--- src/design/epdrs_pkg.sv ---
`timescale 1ns / 1ps
// ----------------------------------------------------------------------------
// EPD refresh sequencer package
// Beat types, action and stage codes, command tables and the control/status
// structs shared by the controller and the datapath.
// ----------------------------------------------------------------------------
package epdrs_pkg;

  // Defaults for top-level parameters
  localparam int unsigned ImageBytesDef = 16;
  localparam logic [7:0]  BudgetReloadRst = 8'hFF;

  // Input actions
  localparam logic [1:0] ACT_WRITE  = 2'd0;
  localparam logic [1:0] ACT_COMMIT = 2'd1;
  localparam logic [1:0] ACT_POLL   = 2'd2;
  localparam logic [1:0] ACT_INIT   = 2'd3;

  // Update stages
  localparam logic [2:0] STAGE_IDLE  = 3'd0;
  localparam logic [2:0] STAGE_PING  = 3'd1;
  localparam logic [2:0] STAGE_SETUP = 3'd2;
  localparam logic [2:0] STAGE_FRAME = 3'd3;
  localparam logic [2:0] STAGE_CLOSE = 3'd4;

  // Input beat
  typedef struct packed {
    logic [1:0] action;
    logic [3:0] byte_index;
    logic [7:0] byte_value;
    logic       ready_line;
  } in_t;

  // Output beat
  typedef struct packed {
    logic       word_valid;
    logic       is_data;
    logic [7:0] word_byte;
    logic       panel_reset;
    logic [2:0] stage_now;
    logic       last;
  } out_t;

  // Command word segments
  typedef enum logic [2:0] {
    SEG_PING,
    SEG_INIT,
    SEG_WORK,
    SEG_HEAD,
    SEG_TAIL,
    SEG_CLOSE
  } seg_e;

  // What kind of beat goes into the output register
  typedef enum logic [1:0] {
    EMIT_STATUS,
    EMIT_TAB,
    EMIT_IMG
  } emit_e;

  // Command tables
  localparam logic [7:0] PING_TAB [5] = '{8'h7B, 8'h81, 8'hE4, 8'hE7, 8'h08};
  localparam logic [7:0] INIT_TAB [14] = '{8'h82, 8'h68, 8'h50, 8'hE8, 8'hD0, 8'hA8,
                                           8'h65, 8'h7B, 8'h81, 8'hE4, 8'hE7, 8'h08,
                                           8'hAC, 8'h2B};
  localparam logic [7:0] WORK_TAB [9] = '{8'h82, 8'h80, 8'h00, 8'hC0, 8'h80, 8'h80,
                                          8'h62, 8'hAC, 8'h2B};
  localparam logic [7:0] HEAD_TAB  [3] = '{8'h40, 8'hA9, 8'hA8};
  localparam logic [7:0] TAIL_TAB  [3] = '{8'hAB, 8'hAA, 8'hAF};
  localparam logic [7:0] CLOSE_TAB [3] = '{8'hAE, 8'h28, 8'hAD};

  // Segment length in words
  function automatic logic [3:0] seg_len(input seg_e seg);
    logic [3:0] len;
    len = 4'd3;
    unique case (seg)
      SEG_PING: len = 4'd5;
      SEG_INIT: len = 4'd14;
      SEG_WORK: len = 4'd9;
      default:  len = 4'd3;
    endcase
    return len;
  endfunction

  // Word k of a segment; out-of-range positions read as zero
  function automatic logic [7:0] seg_word(input seg_e seg, input logic [3:0] k);
    logic [7:0] w;
    w = 8'h00;
    unique case (seg)
      SEG_PING:  if (k < 4'd5)  w = PING_TAB[k[2:0]];
      SEG_INIT:  if (k < 4'd14) w = INIT_TAB[k];
      SEG_WORK:  if (k < 4'd9)  w = WORK_TAB[k];
      SEG_HEAD:  if (k < 4'd3)  w = HEAD_TAB[k[1:0]];
      SEG_TAIL:  if (k < 4'd3)  w = TAIL_TAB[k[1:0]];
      default:   if (k < 4'd3)  w = CLOSE_TAB[k[1:0]];
    endcase
    return w;
  endfunction

  // Controller to datapath
  typedef struct packed {
    logic  load;         // latch input beat
    logic  img_write;    // image byte write
    logic  reinit;       // panel re-initialization
    logic  cnt_clr;
    logic  cnt_inc;
    logic  rd_en;        // read image and shadow at counter
    logic  cmp_step;     // compare one byte, copy into shadow
    logic  commit_done;  // budget / stage update after the scan
    logic  poll_adv;     // advance stage for a ready poll
    logic  stage_clear;  // stray stage back to idle
    logic  emit;         // load output register
    emit_e emit_kind;
    seg_e  seg;
  } ctl_cmd_t;

  // Datapath to controller
  typedef struct packed {
    logic [1:0] action;
    logic       ready_line;
    logic [2:0] stage;
    logic       full_init_done;
    logic       out_free;
    logic       tab_last;
    logic       img_last;
  } dp_sts_t;

endpackage

--- src/design/epdrs_dp.sv ---
`timescale 1ns / 1ps
// ----------------------------------------------------------------------------
// EPD refresh sequencer datapath
// Image and shadow memories, stage/budget state, word counter and the output
// register, all driven by controller commands.
// ----------------------------------------------------------------------------
module epdrs_dp #(
  parameter int unsigned IMAGE_BYTES = epdrs_pkg::ImageBytesDef
) (
  input  logic                 clk_i,
  input  logic                 rst_ni,
  input  epdrs_pkg::in_t       in_data_i,
  input  epdrs_pkg::ctl_cmd_t  cmd_i,
  output epdrs_pkg::dp_sts_t   sts_o,
  input  logic                 cfg_we_i,
  input  logic [7:0]           cfg_wdata_i,
  output logic                 out_valid_o,
  input  logic                 out_ready_i,
  output epdrs_pkg::out_t      out_data_o
);
  import epdrs_pkg::*;

  localparam int unsigned IW = (IMAGE_BYTES > 1) ? $clog2(IMAGE_BYTES) : 1;
  localparam int unsigned CW = (IW > 4) ? IW : 4;

  // Registers
  in_t             item_q;
  logic [2:0]      stage_q, stage_d;
  logic [7:0]      budget_q, budget_d;
  logic            fid_q, fid_d;
  logic            diff_q;
  logic            rst_flag_q;
  logic [7:0]      reload_q;
  logic [CW-1:0]   cnt_q;
  logic [7:0]      img_rd_q, sh_rd_q;
  out_t            out_q;
  logic            out_valid_q;

  // Memories with per-entry valid bits
  logic [7:0]             img_mem [IMAGE_BYTES];
  logic [7:0]             sh_mem  [IMAGE_BYTES];
  logic [IMAGE_BYTES-1:0] img_vld_q, sh_vld_q;

  logic [CW-1:0] idx_ext;
  logic          idx_ok;
  logic [IW-1:0] rd_addr;
  logic          do_reinit;
  logic          img_we;
  logic [IW-1:0] img_wa;
  logic [7:0]    img_wd;
  logic          tab_last, img_last, out_free;
  out_t          beat;

  assign idx_ext  = CW'(item_q.byte_index);
  assign idx_ok   = ({1'b0, idx_ext} < (CW+1)'(IMAGE_BYTES));
  assign rd_addr  = cnt_q[IW-1:0];
  assign tab_last = (cnt_q == CW'(seg_len(cmd_i.seg) - 4'd1));
  assign img_last = (cnt_q == CW'(IMAGE_BYTES - 1));
  assign out_free = !out_valid_q || out_ready_i;

  // Re-init from a panel init request or a commit with the budget spent
  assign do_reinit = cmd_i.reinit ||
                     (cmd_i.commit_done && diff_q && (budget_q == 8'd0));

  // Image write port: byte write or clearing the last byte on re-init
  always_comb begin
    img_we = 1'b0;
    img_wa = idx_ext[IW-1:0];
    img_wd = item_q.byte_value;
    if (do_reinit) begin
      img_we = 1'b1;
      img_wa = IW'(IMAGE_BYTES - 1);
      img_wd = 8'h00;
    end else if (cmd_i.img_write && idx_ok) begin
      img_we = 1'b1;
    end
  end

  always_ff @(posedge clk_i) begin
    if (img_we) begin
      img_mem[img_wa] <= img_wd;
    end
    if (cmd_i.cmp_step) begin
      sh_mem[rd_addr] <= img_rd_q;
    end
    if (cmd_i.rd_en) begin
      img_rd_q <= img_vld_q[rd_addr] ? img_mem[rd_addr] : 8'h00;
      sh_rd_q  <= sh_vld_q[rd_addr] ? sh_mem[rd_addr] : 8'h00;
    end
    if (cmd_i.load) begin
      item_q <= in_data_i;
    end
    if (cmd_i.emit) begin
      out_q <= beat;
    end
  end

  // Stage, budget and full-init flag
  always_comb begin
    stage_d  = stage_q;
    budget_d = budget_q;
    fid_d    = fid_q;
    if (do_reinit) begin
      stage_d  = STAGE_PING;
      budget_d = reload_q;
      fid_d    = 1'b0;
    end else if (cmd_i.commit_done && diff_q) begin
      stage_d  = STAGE_PING;
      budget_d = budget_q - 8'd1;
    end else if (cmd_i.poll_adv) begin
      case (stage_q)
        STAGE_PING:  stage_d = STAGE_SETUP;
        STAGE_SETUP: stage_d = STAGE_FRAME;
        STAGE_FRAME: begin
          if (fid_q) begin
            stage_d = STAGE_CLOSE;
          end else begin
            stage_d = STAGE_SETUP;
            fid_d   = 1'b1;
          end
        end
        default:     stage_d = STAGE_IDLE;
      endcase
    end else if (cmd_i.stage_clear) begin
      stage_d = STAGE_IDLE;
    end
  end

  // Output beat
  always_comb begin
    beat           = '0;
    beat.stage_now = stage_q;
    case (cmd_i.emit_kind)
      EMIT_TAB: begin
        beat.word_valid = 1'b1;
        beat.word_byte  = seg_word(cmd_i.seg, cnt_q[3:0]);
        beat.last       = tab_last && (cmd_i.seg != SEG_HEAD);
      end
      EMIT_IMG: begin
        beat.word_valid = 1'b1;
        beat.is_data    = 1'b1;
        beat.word_byte  = img_rd_q;
      end
      default: begin
        beat.panel_reset = rst_flag_q;
        beat.last        = 1'b1;
      end
    endcase
  end

  // Control state
  always_ff @(posedge clk_i or negedge rst_ni) begin
    if (!rst_ni) begin
      stage_q     <= STAGE_IDLE;
      budget_q    <= 8'd0;
      fid_q       <= 1'b0;
      diff_q      <= 1'b0;
      rst_flag_q  <= 1'b0;
      reload_q    <= BudgetReloadRst;
      cnt_q       <= '0;
      out_valid_q <= 1'b0;
      img_vld_q   <= '0;
      sh_vld_q    <= '0;
    end else begin
      stage_q  <= stage_d;
      budget_q <= budget_d;
      fid_q    <= fid_d;
      if (cfg_we_i) begin
        reload_q <= cfg_wdata_i;
      end
      if (cmd_i.load) begin
        diff_q     <= 1'b0;
        rst_flag_q <= 1'b0;
      end else begin
        if (cmd_i.cmp_step && (img_rd_q != sh_rd_q)) begin
          diff_q <= 1'b1;
        end
        if (do_reinit) begin
          rst_flag_q <= 1'b1;
        end
      end
      if (cmd_i.cnt_clr) begin
        cnt_q <= '0;
      end else if (cmd_i.cnt_inc) begin
        cnt_q <= cnt_q + CW'(1);
      end
      if (img_we) begin
        img_vld_q[img_wa] <= 1'b1;
      end
      if (cmd_i.cmp_step) begin
        sh_vld_q[rd_addr] <= 1'b1;
      end
      if (cmd_i.emit) begin
        out_valid_q <= 1'b1;
      end else if (out_ready_i) begin
        out_valid_q <= 1'b0;
      end
    end
  end

  // Status to controller
  always_comb begin
    sts_o.action         = item_q.action;
    sts_o.ready_line     = item_q.ready_line;
    sts_o.stage          = stage_q;
    sts_o.full_init_done = fid_q;
    sts_o.out_free       = out_free;
    sts_o.tab_last       = tab_last;
    sts_o.img_last       = img_last;
  end

  assign out_valid_o = out_valid_q;
  assign out_data_o  = out_q;

endmodule

--- src/design/epdrs_ctrl.sv ---
`timescale 1ns / 1ps
// ----------------------------------------------------------------------------
// EPD refresh sequencer controller
// Takes one input beat at a time and steps the datapath through the commit
// scan or the word sequence of a poll, then issues the final beat.
// ----------------------------------------------------------------------------
module epdrs_ctrl (
  input  logic                 clk_i,
  input  logic                 rst_ni,
  input  logic                 in_valid_i,
  output logic                 in_ready_o,
  input  epdrs_pkg::dp_sts_t   sts_i,
  output epdrs_pkg::ctl_cmd_t  cmd_o
);
  import epdrs_pkg::*;

  typedef enum logic [2:0] {
    ST_IDLE,
    ST_DISPATCH,
    ST_STATUS,
    ST_CMP_RD,
    ST_CMP_CHK,
    ST_CMP_END,
    ST_TAB,
    ST_IMG_RD
  } state_e;

  // One extra state for the image word beat
  typedef enum logic {
    IMG_PH_RD,
    IMG_PH_EMIT
  } img_ph_e;

  state_e  state_q, state_d;
  seg_e    seg_q, seg_d;
  img_ph_e ph_q, ph_d;
  logic    stage_live;

  assign in_ready_o = (state_q == ST_IDLE);
  assign stage_live = (sts_i.stage == STAGE_PING)  || (sts_i.stage == STAGE_SETUP) ||
                      (sts_i.stage == STAGE_FRAME) || (sts_i.stage == STAGE_CLOSE);

  // Next state and commands
  always_comb begin
    state_d = state_q;
    seg_d   = seg_q;
    ph_d    = ph_q;
    cmd_o   = '0;
    cmd_o.emit_kind = EMIT_STATUS;
    cmd_o.seg       = seg_q;
    unique case (state_q)
      ST_IDLE: begin
        if (in_valid_i) begin
          cmd_o.load = 1'b1;
          state_d    = ST_DISPATCH;
        end
      end
      ST_DISPATCH: begin
        unique case (sts_i.action)
          ACT_WRITE: begin
            cmd_o.img_write = 1'b1;
            state_d         = ST_STATUS;
          end
          ACT_COMMIT: begin
            if (sts_i.stage == STAGE_IDLE) begin
              cmd_o.cnt_clr = 1'b1;
              state_d       = ST_CMP_RD;
            end else begin
              state_d = ST_STATUS;
            end
          end
          ACT_POLL: begin
            if (sts_i.ready_line && stage_live) begin
              cmd_o.poll_adv = 1'b1;
              cmd_o.cnt_clr  = 1'b1;
              state_d        = ST_TAB;
              unique case (sts_i.stage)
                STAGE_PING:  seg_d = SEG_PING;
                STAGE_SETUP: seg_d = sts_i.full_init_done ? SEG_WORK : SEG_INIT;
                STAGE_FRAME: seg_d = SEG_HEAD;
                default:     seg_d = SEG_CLOSE;
              endcase
            end else begin
              cmd_o.stage_clear = sts_i.ready_line;
              state_d           = ST_STATUS;
            end
          end
          default: begin
            cmd_o.reinit = 1'b1;
            state_d      = ST_STATUS;
          end
        endcase
      end
      ST_STATUS: begin
        if (sts_i.out_free) begin
          cmd_o.emit = 1'b1;
          state_d    = ST_IDLE;
        end
      end
      // Commit scan: read a byte pair, then compare and copy
      ST_CMP_RD: begin
        cmd_o.rd_en = 1'b1;
        state_d     = ST_CMP_CHK;
      end
      ST_CMP_CHK: begin
        cmd_o.cmp_step = 1'b1;
        if (sts_i.img_last) begin
          state_d = ST_CMP_END;
        end else begin
          cmd_o.cnt_inc = 1'b1;
          state_d       = ST_CMP_RD;
        end
      end
      ST_CMP_END: begin
        cmd_o.commit_done = 1'b1;
        state_d           = ST_STATUS;
      end
      // Command words from a table, one per free output slot
      ST_TAB: begin
        cmd_o.emit_kind = EMIT_TAB;
        if (sts_i.out_free) begin
          cmd_o.emit = 1'b1;
          if (sts_i.tab_last) begin
            if (seg_q == SEG_HEAD) begin
              cmd_o.cnt_clr = 1'b1;
              ph_d          = IMG_PH_RD;
              state_d       = ST_IMG_RD;
            end else begin
              state_d = ST_IDLE;
            end
          end else begin
            cmd_o.cnt_inc = 1'b1;
          end
        end
      end
      // Image data words: read, then emit
      default: begin
        if (ph_q == IMG_PH_RD) begin
          cmd_o.rd_en = 1'b1;
          ph_d        = IMG_PH_EMIT;
        end else begin
          cmd_o.emit_kind = EMIT_IMG;
          if (sts_i.out_free) begin
            cmd_o.emit = 1'b1;
            ph_d       = IMG_PH_RD;
            if (sts_i.img_last) begin
              cmd_o.cnt_clr = 1'b1;
              seg_d         = SEG_TAIL;
              state_d       = ST_TAB;
            end else begin
              cmd_o.cnt_inc = 1'b1;
            end
          end
        end
      end
    endcase
  end

  always_ff @(posedge clk_i or negedge rst_ni) begin
    if (!rst_ni) begin
      state_q <= ST_IDLE;
      seg_q   <= SEG_PING;
      ph_q    <= IMG_PH_RD;
    end else begin
      state_q <= state_d;
      seg_q   <= seg_d;
      ph_q    <= ph_d;
    end
  end

endmodule

--- src/design/epd_refresh_sequencer_core.sv ---
`timescale 1ns / 1ps
// ----------------------------------------------------------------------------
// EPD refresh sequencer core
// Segment image store with commit/compare against a shadow copy, refresh
// budget and staged emission of 9-bit panel command/data words.
// ----------------------------------------------------------------------------
//  channel   signals                          direction  beat
//  in        in_valid_i / in_ready_o          input      in_t, one request
//  out       out_valid_o / out_ready_i        output     out_t, one word/status
//  cfg       cfg_we_i / cfg_wdata_i           input      budget reload value
//
// One request at a time. Write, panel init and no-op steps pass dispatch, then a status beat.
// A commit scans the image through one read port, reading then comparing each byte.
// A poll emits table words one per cycle while the output is free; image words
// are each read from memory, then output, between the head and tail words of stage 3.
// Output stalls hold the sequence; the output register lets the next request
// be taken while the final beat waits. Reset clears the stores via valid bits.
// ----------------------------------------------------------------------------
module epd_refresh_sequencer_core #(
  parameter int unsigned IMAGE_BYTES = epdrs_pkg::ImageBytesDef
) (
  input  logic             clk_i,
  input  logic             rst_ni,
  input  logic             in_valid_i,
  output logic             in_ready_o,
  input  epdrs_pkg::in_t   in_data_i,
  output logic             out_valid_o,
  input  logic             out_ready_i,
  output epdrs_pkg::out_t  out_data_o,
  input  logic             cfg_we_i,
  input  logic [7:0]       cfg_wdata_i
);
  import epdrs_pkg::*;

  ctl_cmd_t cmd;
  dp_sts_t  sts;

  // Sequencing control
  epdrs_ctrl u_ctrl (
    .clk_i      (clk_i),
    .rst_ni     (rst_ni),
    .in_valid_i (in_valid_i),
    .in_ready_o (in_ready_o),
    .sts_i      (sts),
    .cmd_o      (cmd)
  );

  // Stores, state and output register
  epdrs_dp #(
    .IMAGE_BYTES (IMAGE_BYTES)
  ) u_dp (
    .clk_i       (clk_i),
    .rst_ni      (rst_ni),
    .in_data_i   (in_data_i),
    .cmd_i       (cmd),
    .sts_o       (sts),
    .cfg_we_i    (cfg_we_i),
    .cfg_wdata_i (cfg_wdata_i),
    .out_valid_o (out_valid_o),
    .out_ready_i (out_ready_i),
    .out_data_o  (out_data_o)
  );

endmodule
--- config.mk ---
export PLATFORM = sky130hd
export DESIGN_NAME = epd_refresh_sequencer_core
export DESIGN_NICKNAME = d
export VERILOG_FILES = /design/src/design/epdrs_pkg.sv /design/src/design/epdrs_dp.sv /design/src/design/epdrs_ctrl.sv /design/src/design/epd_refresh_sequencer_core.sv
export SDC_FILE = /design/constraint.sdc
export NUM_CORES = 1
export LEC_CHECK = 0
export BUFFER_PORTS_ARGS = -buffer_cell sky130_fd_sc_hd__clkbuf_2
export CORE_UTILIZATION = 65
export CTS_CLUSTER_SIZE = 10
export DETAILED_ROUTE_END_ITERATION = 10
export PLACE_DENSITY = 0.83
export SLEW_MARGIN = 20
export SYNTH_ARGS = -nofsm -noshare
export SYNTH_HDL_FRONTEND = slang
export SYNTH_SLANG_ARGS = --single-unit
--- constraint.sdc ---
create_clock -name clk_i -period 7.8 [get_ports clk_i]
set_input_delay 1.17 -clock clk_i [delete_from_list [all_inputs] [get_ports clk_i]]
set_output_delay 1.17 -clock clk_i [all_outputs]
set_load 0.02 [all_outputs]
==> impl_metrics.csv <==
group,metric,value,unit
setup_path,crit_buf_inv,1,
setup_path,crit_type,"reg -> reg",
place,place_area,16060,µm²
setup_path,cp-end-kind,"flip-flop",
timing,finalCritPeriodShare,44.60,%
grt,track_usage,28.88,%
pwr,p_leak,0.005990,µW
clock_tree,cts_tree,"done",
clock_tree,h-tree-depth,2,
setup_path,crit_top_cell,"nor2_1",
floorplanning,io_pins,45,
floorplanning,die_w,156.2,µm
timing,whs,0.4676,ns
floorplanning,initial_core_util,66.06,%
pwr,switchingPower,1962,µW
floorplanning,die_h,156.2,µm
setup_path,worstPathMaxFanout,51,
pwr,internal-power,4254,µW
clock_tree,cts_buffers,42,
grt,antenna_found_initial,0,
timing,clock_skew,0.01597,ns
pwr,clkPwrFrac,28.0,%
final_layout,synthToLayoutAreaGrowth,11.81,%
setup_path,cp_slowest_cell,"dfrtp_4",
timing,worstMarginPinSlew,1.150,ns
place,dpl_worst_slack,4.334,ns
timing,min_period,3.479,ns
clock_tree,clockBufferDepth,3,
logic_synthesis,ys_types,74,
pwr,power_frac_comb,27.6,%
hold_path,min_path_type,"reg -> reg",
place,dp_hpwl,20210,µm
run,maxCapViolCount,0,
timing,fmax,0.2875,GHz
floorplanning,core_area,23400,µm²
route,drt_iter0_drc,819,
logic_synthesis,syn_area_per_cell,16.84,µm²
timing,slew_headroom,23.02,%
logic_synthesis,synth_top_flop_cell,"edfxtp_1",
clock_tree,clkTransAtPathRegs,0.06,ns
pwr,seqPwrFrac,44.3,%
clock_tree,post-cts-setup-buffer-count,0,
logic_synthesis,synth_enable_flop_cells,302,
pwr,netSwitchingFraction,31.56,%
route,wl_per_cell,25.43,µm
timing,final-max-slew-violation-count,0,
setup_path,critPathArrivalTime,3.73,ns
route,routed_via_density,6.477,
clock_tree,cts_hold_buf,0,
floorplanning,rows,56,
route,firstDrtPassIters,5,
clock_tree,insertion_delay,0.54,ns
logic_synthesis,syn-num-nets,959,
timing,rsz0062_at_grt,"false",
route,dr_total_vias,8576,
final_layout,drive_gt1_share,25.77,%
clock_tree,root_buffer,"clkbuf_16",
setup_path,crit_chain,"buf_4 > mux4_2 > nor2_1 > nor2_1 > o21ai_1 > nor2b_1",
logic_synthesis,postSynth.asyncResetShare,17.93,%
pwr,power_density,359.6,nW/µm²
place,gp_congestion,0.9029,
pwr,ir_drop,0.0002841,V
logic_synthesis,yosysWarnings,0,
setup_path,slowest_delay,1.05,ns
final_layout,layout.nets,1022,
clock_tree,cts_resized,0,
route,wl,33670,µm
timing,finalSetupTns,0,ns
place,port_buffers,44,
logic_synthesis,syn_inst,918,
setup_path,cp.required,8.06,ns
timing,hold_viol,0,
final_layout,design_area,17280,µm²
run_status,outcome,"finished clean",
grt,grt_pass1_vias,8766,
grt,grt_max_degree,67,
grt,grt_first_pass_wirelength,51160,µm
route,drc,0,
grt,grt-ovfl-total,0,
setup_path,critPathTopFamily,"flip-flops",
setup_path,cp-start-kind,"flip-flop",
logic_synthesis,synth-seq-area-share,69.41,%
clock_tree,cts_sinks,368,
timing,setup_violations,0,
final_layout,antenna_cells,0,
floorplanning,die_area,24400,µm²
logic_synthesis,netlist_area,15460,µm²
logic_synthesis,ys_ff_latch,368,
route,antenna_left,0,
timing,finalWorstSetupSlack,4.321,ns
==> power groups by stage <==
stage | clock network (µW) | registers (µW) | logic (µW)
6_report | 1740 | 2750 | 1720
3_3_place_gp | 0 | 2770 | 1620
4_1_cts | 1760 | 2750 | 1710
2_1_floorplan | 0 | 2630 | 1380
3_5_place_dp | 0 | 2790 | 1670
5_1_grt | 1830 | 2790 | 1840
==> cell families (layout without fill, tap and decap cells) <==
logic type,Yosys count,after routing,synth area share (%)
XOR/XNOR,17,17,0.9632
buffers and inverters,63,150,1.862
AO/OA/AOI/OAI,109,109,4.565
flip-flops,368,368,69.41
AND/OR/NAND/NOR,246,246,8.345
multiplexers,102,102,13.80
adder cells (fa/ha/maj),13,13,1.052
==> layout by cell type (no fill, tap or decap), types with 15 or more instances in the layout <==
master	Yosys	routed
a21oi_1	23	23
buf_4	1	21
clkbuf_1	25	23
clkbuf_16	0	42
clkbuf_2	0	43
dfrtp_1	58	56
edfxtp_1	302	302
inv_1	15	15
mux4_2	88	88
nand2_1	57	57
nor2_1	51	50
nor2b_1	22	22
nor3_1	16	16
o21ai_0	30	30
or2_2	24	24
==> sequential cells by signal, indices dropped and copies added, names as in the netlist, 3 cells and up <==
| name | flops |
|---|---|
| u_dp.idx_ext | 4 |
| u_dp.sh_mem | 128 |
| u_dp.sh_rd_q | 8 |
| u_dp.img_mem | 128 |
| u_dp.reload_q | 8 |
| u_dp.sh_vld_q | 16 |
| u_dp.item_q | 8 |
| u_dp.cnt_q | 4 |
| u_dp.budget_q | 8 |
| u_dp.img_rd_q | 8 |
| u_ctrl.seg_q | 3 |
| u_dp.sts_o | 3 |
| u_dp.stage_q | 3 |
| u_ctrl.state_q | 3 |
| u_dp.img_vld_q | 16 |
| u_dp.out_data_o | 15 |
==> per-stage QoR <==
step	instances	power (µW)	util [%]
after floorplan	918	4005	-
after global placement	1256	4390	68.63
after detailed placement	1256	4455	68.63
after CTS	1324	6222	73.73
after global routing	1324	6462	73.86
final	1324	6216	73.86
==> layout make-up <==
class | instances | area (µm²)
multi-input cells | 487 | 4512
inverters | 17 | 63.81
repair buffers | 65 | 377.9
flip-flops and latches | 368 | 10740
clock buffers | 65 | 1137
clock inverters | 3 | 56.30
fillers | 1371 | 6118
well taps | 319 | 399.1
==> cell usage after synthesis (9+ instances only) <==
cell type	number	area share, %
nor3_1	16	0.52
edfxtp_1	302	59
or2_2	24	0.97
mux2_2	9	0.66
inv_1	15	0.36
or2_1	11	0.45
nor2_1	51	1.2
dfrtp_1	58	9.4
o21ai_0	30	0.97
clkbuf_1	25	0.61
nor4_1	9	0.36
xnor2_1	12	0.68
a21oi_1	23	0.74
buf_2	14	0.45
nand2_1	57	1.4
nor2b_1	22	0.89
ha_1	13	1.1
nand3_1	10	0.32
nand2b_1	9	0.36
mux4_2	88	13
==> metal layers <==
metal,vias to the layer above,GRT usage (%),routed length (µm)
met5,-,0,0
met1,4333,36.94,12550
li1,3721,-,-
met3,78,4.569,2329
met2,444,51.11,17830
met4,0,8.964,968
==> final timing paths <==
check | end | cells past startpoint | from | slack (ns)
min in group asynchronous | u_dp.budget_q[1] | 2 | rst_ni | 0.84
max reg2reg | u_dp.img_rd_q[4] | 6 | u_dp.cnt_q[0] | 4.32
max in group asynchronous | u_dp.cnt_q[1] | 2 | rst_ni | 6.25
min reg2reg | u_dp.img_vld_q[3] | 1 | u_dp.img_vld_q[3] | 0.47
min | u_dp.img_vld_q[3] | 1 | u_dp.img_vld_q[3] | 0.47
max | u_dp.img_rd_q[4] | 6 | u_dp.cnt_q[0] | 4.32
Note: power is estimated with default switching activity, not from simulation.
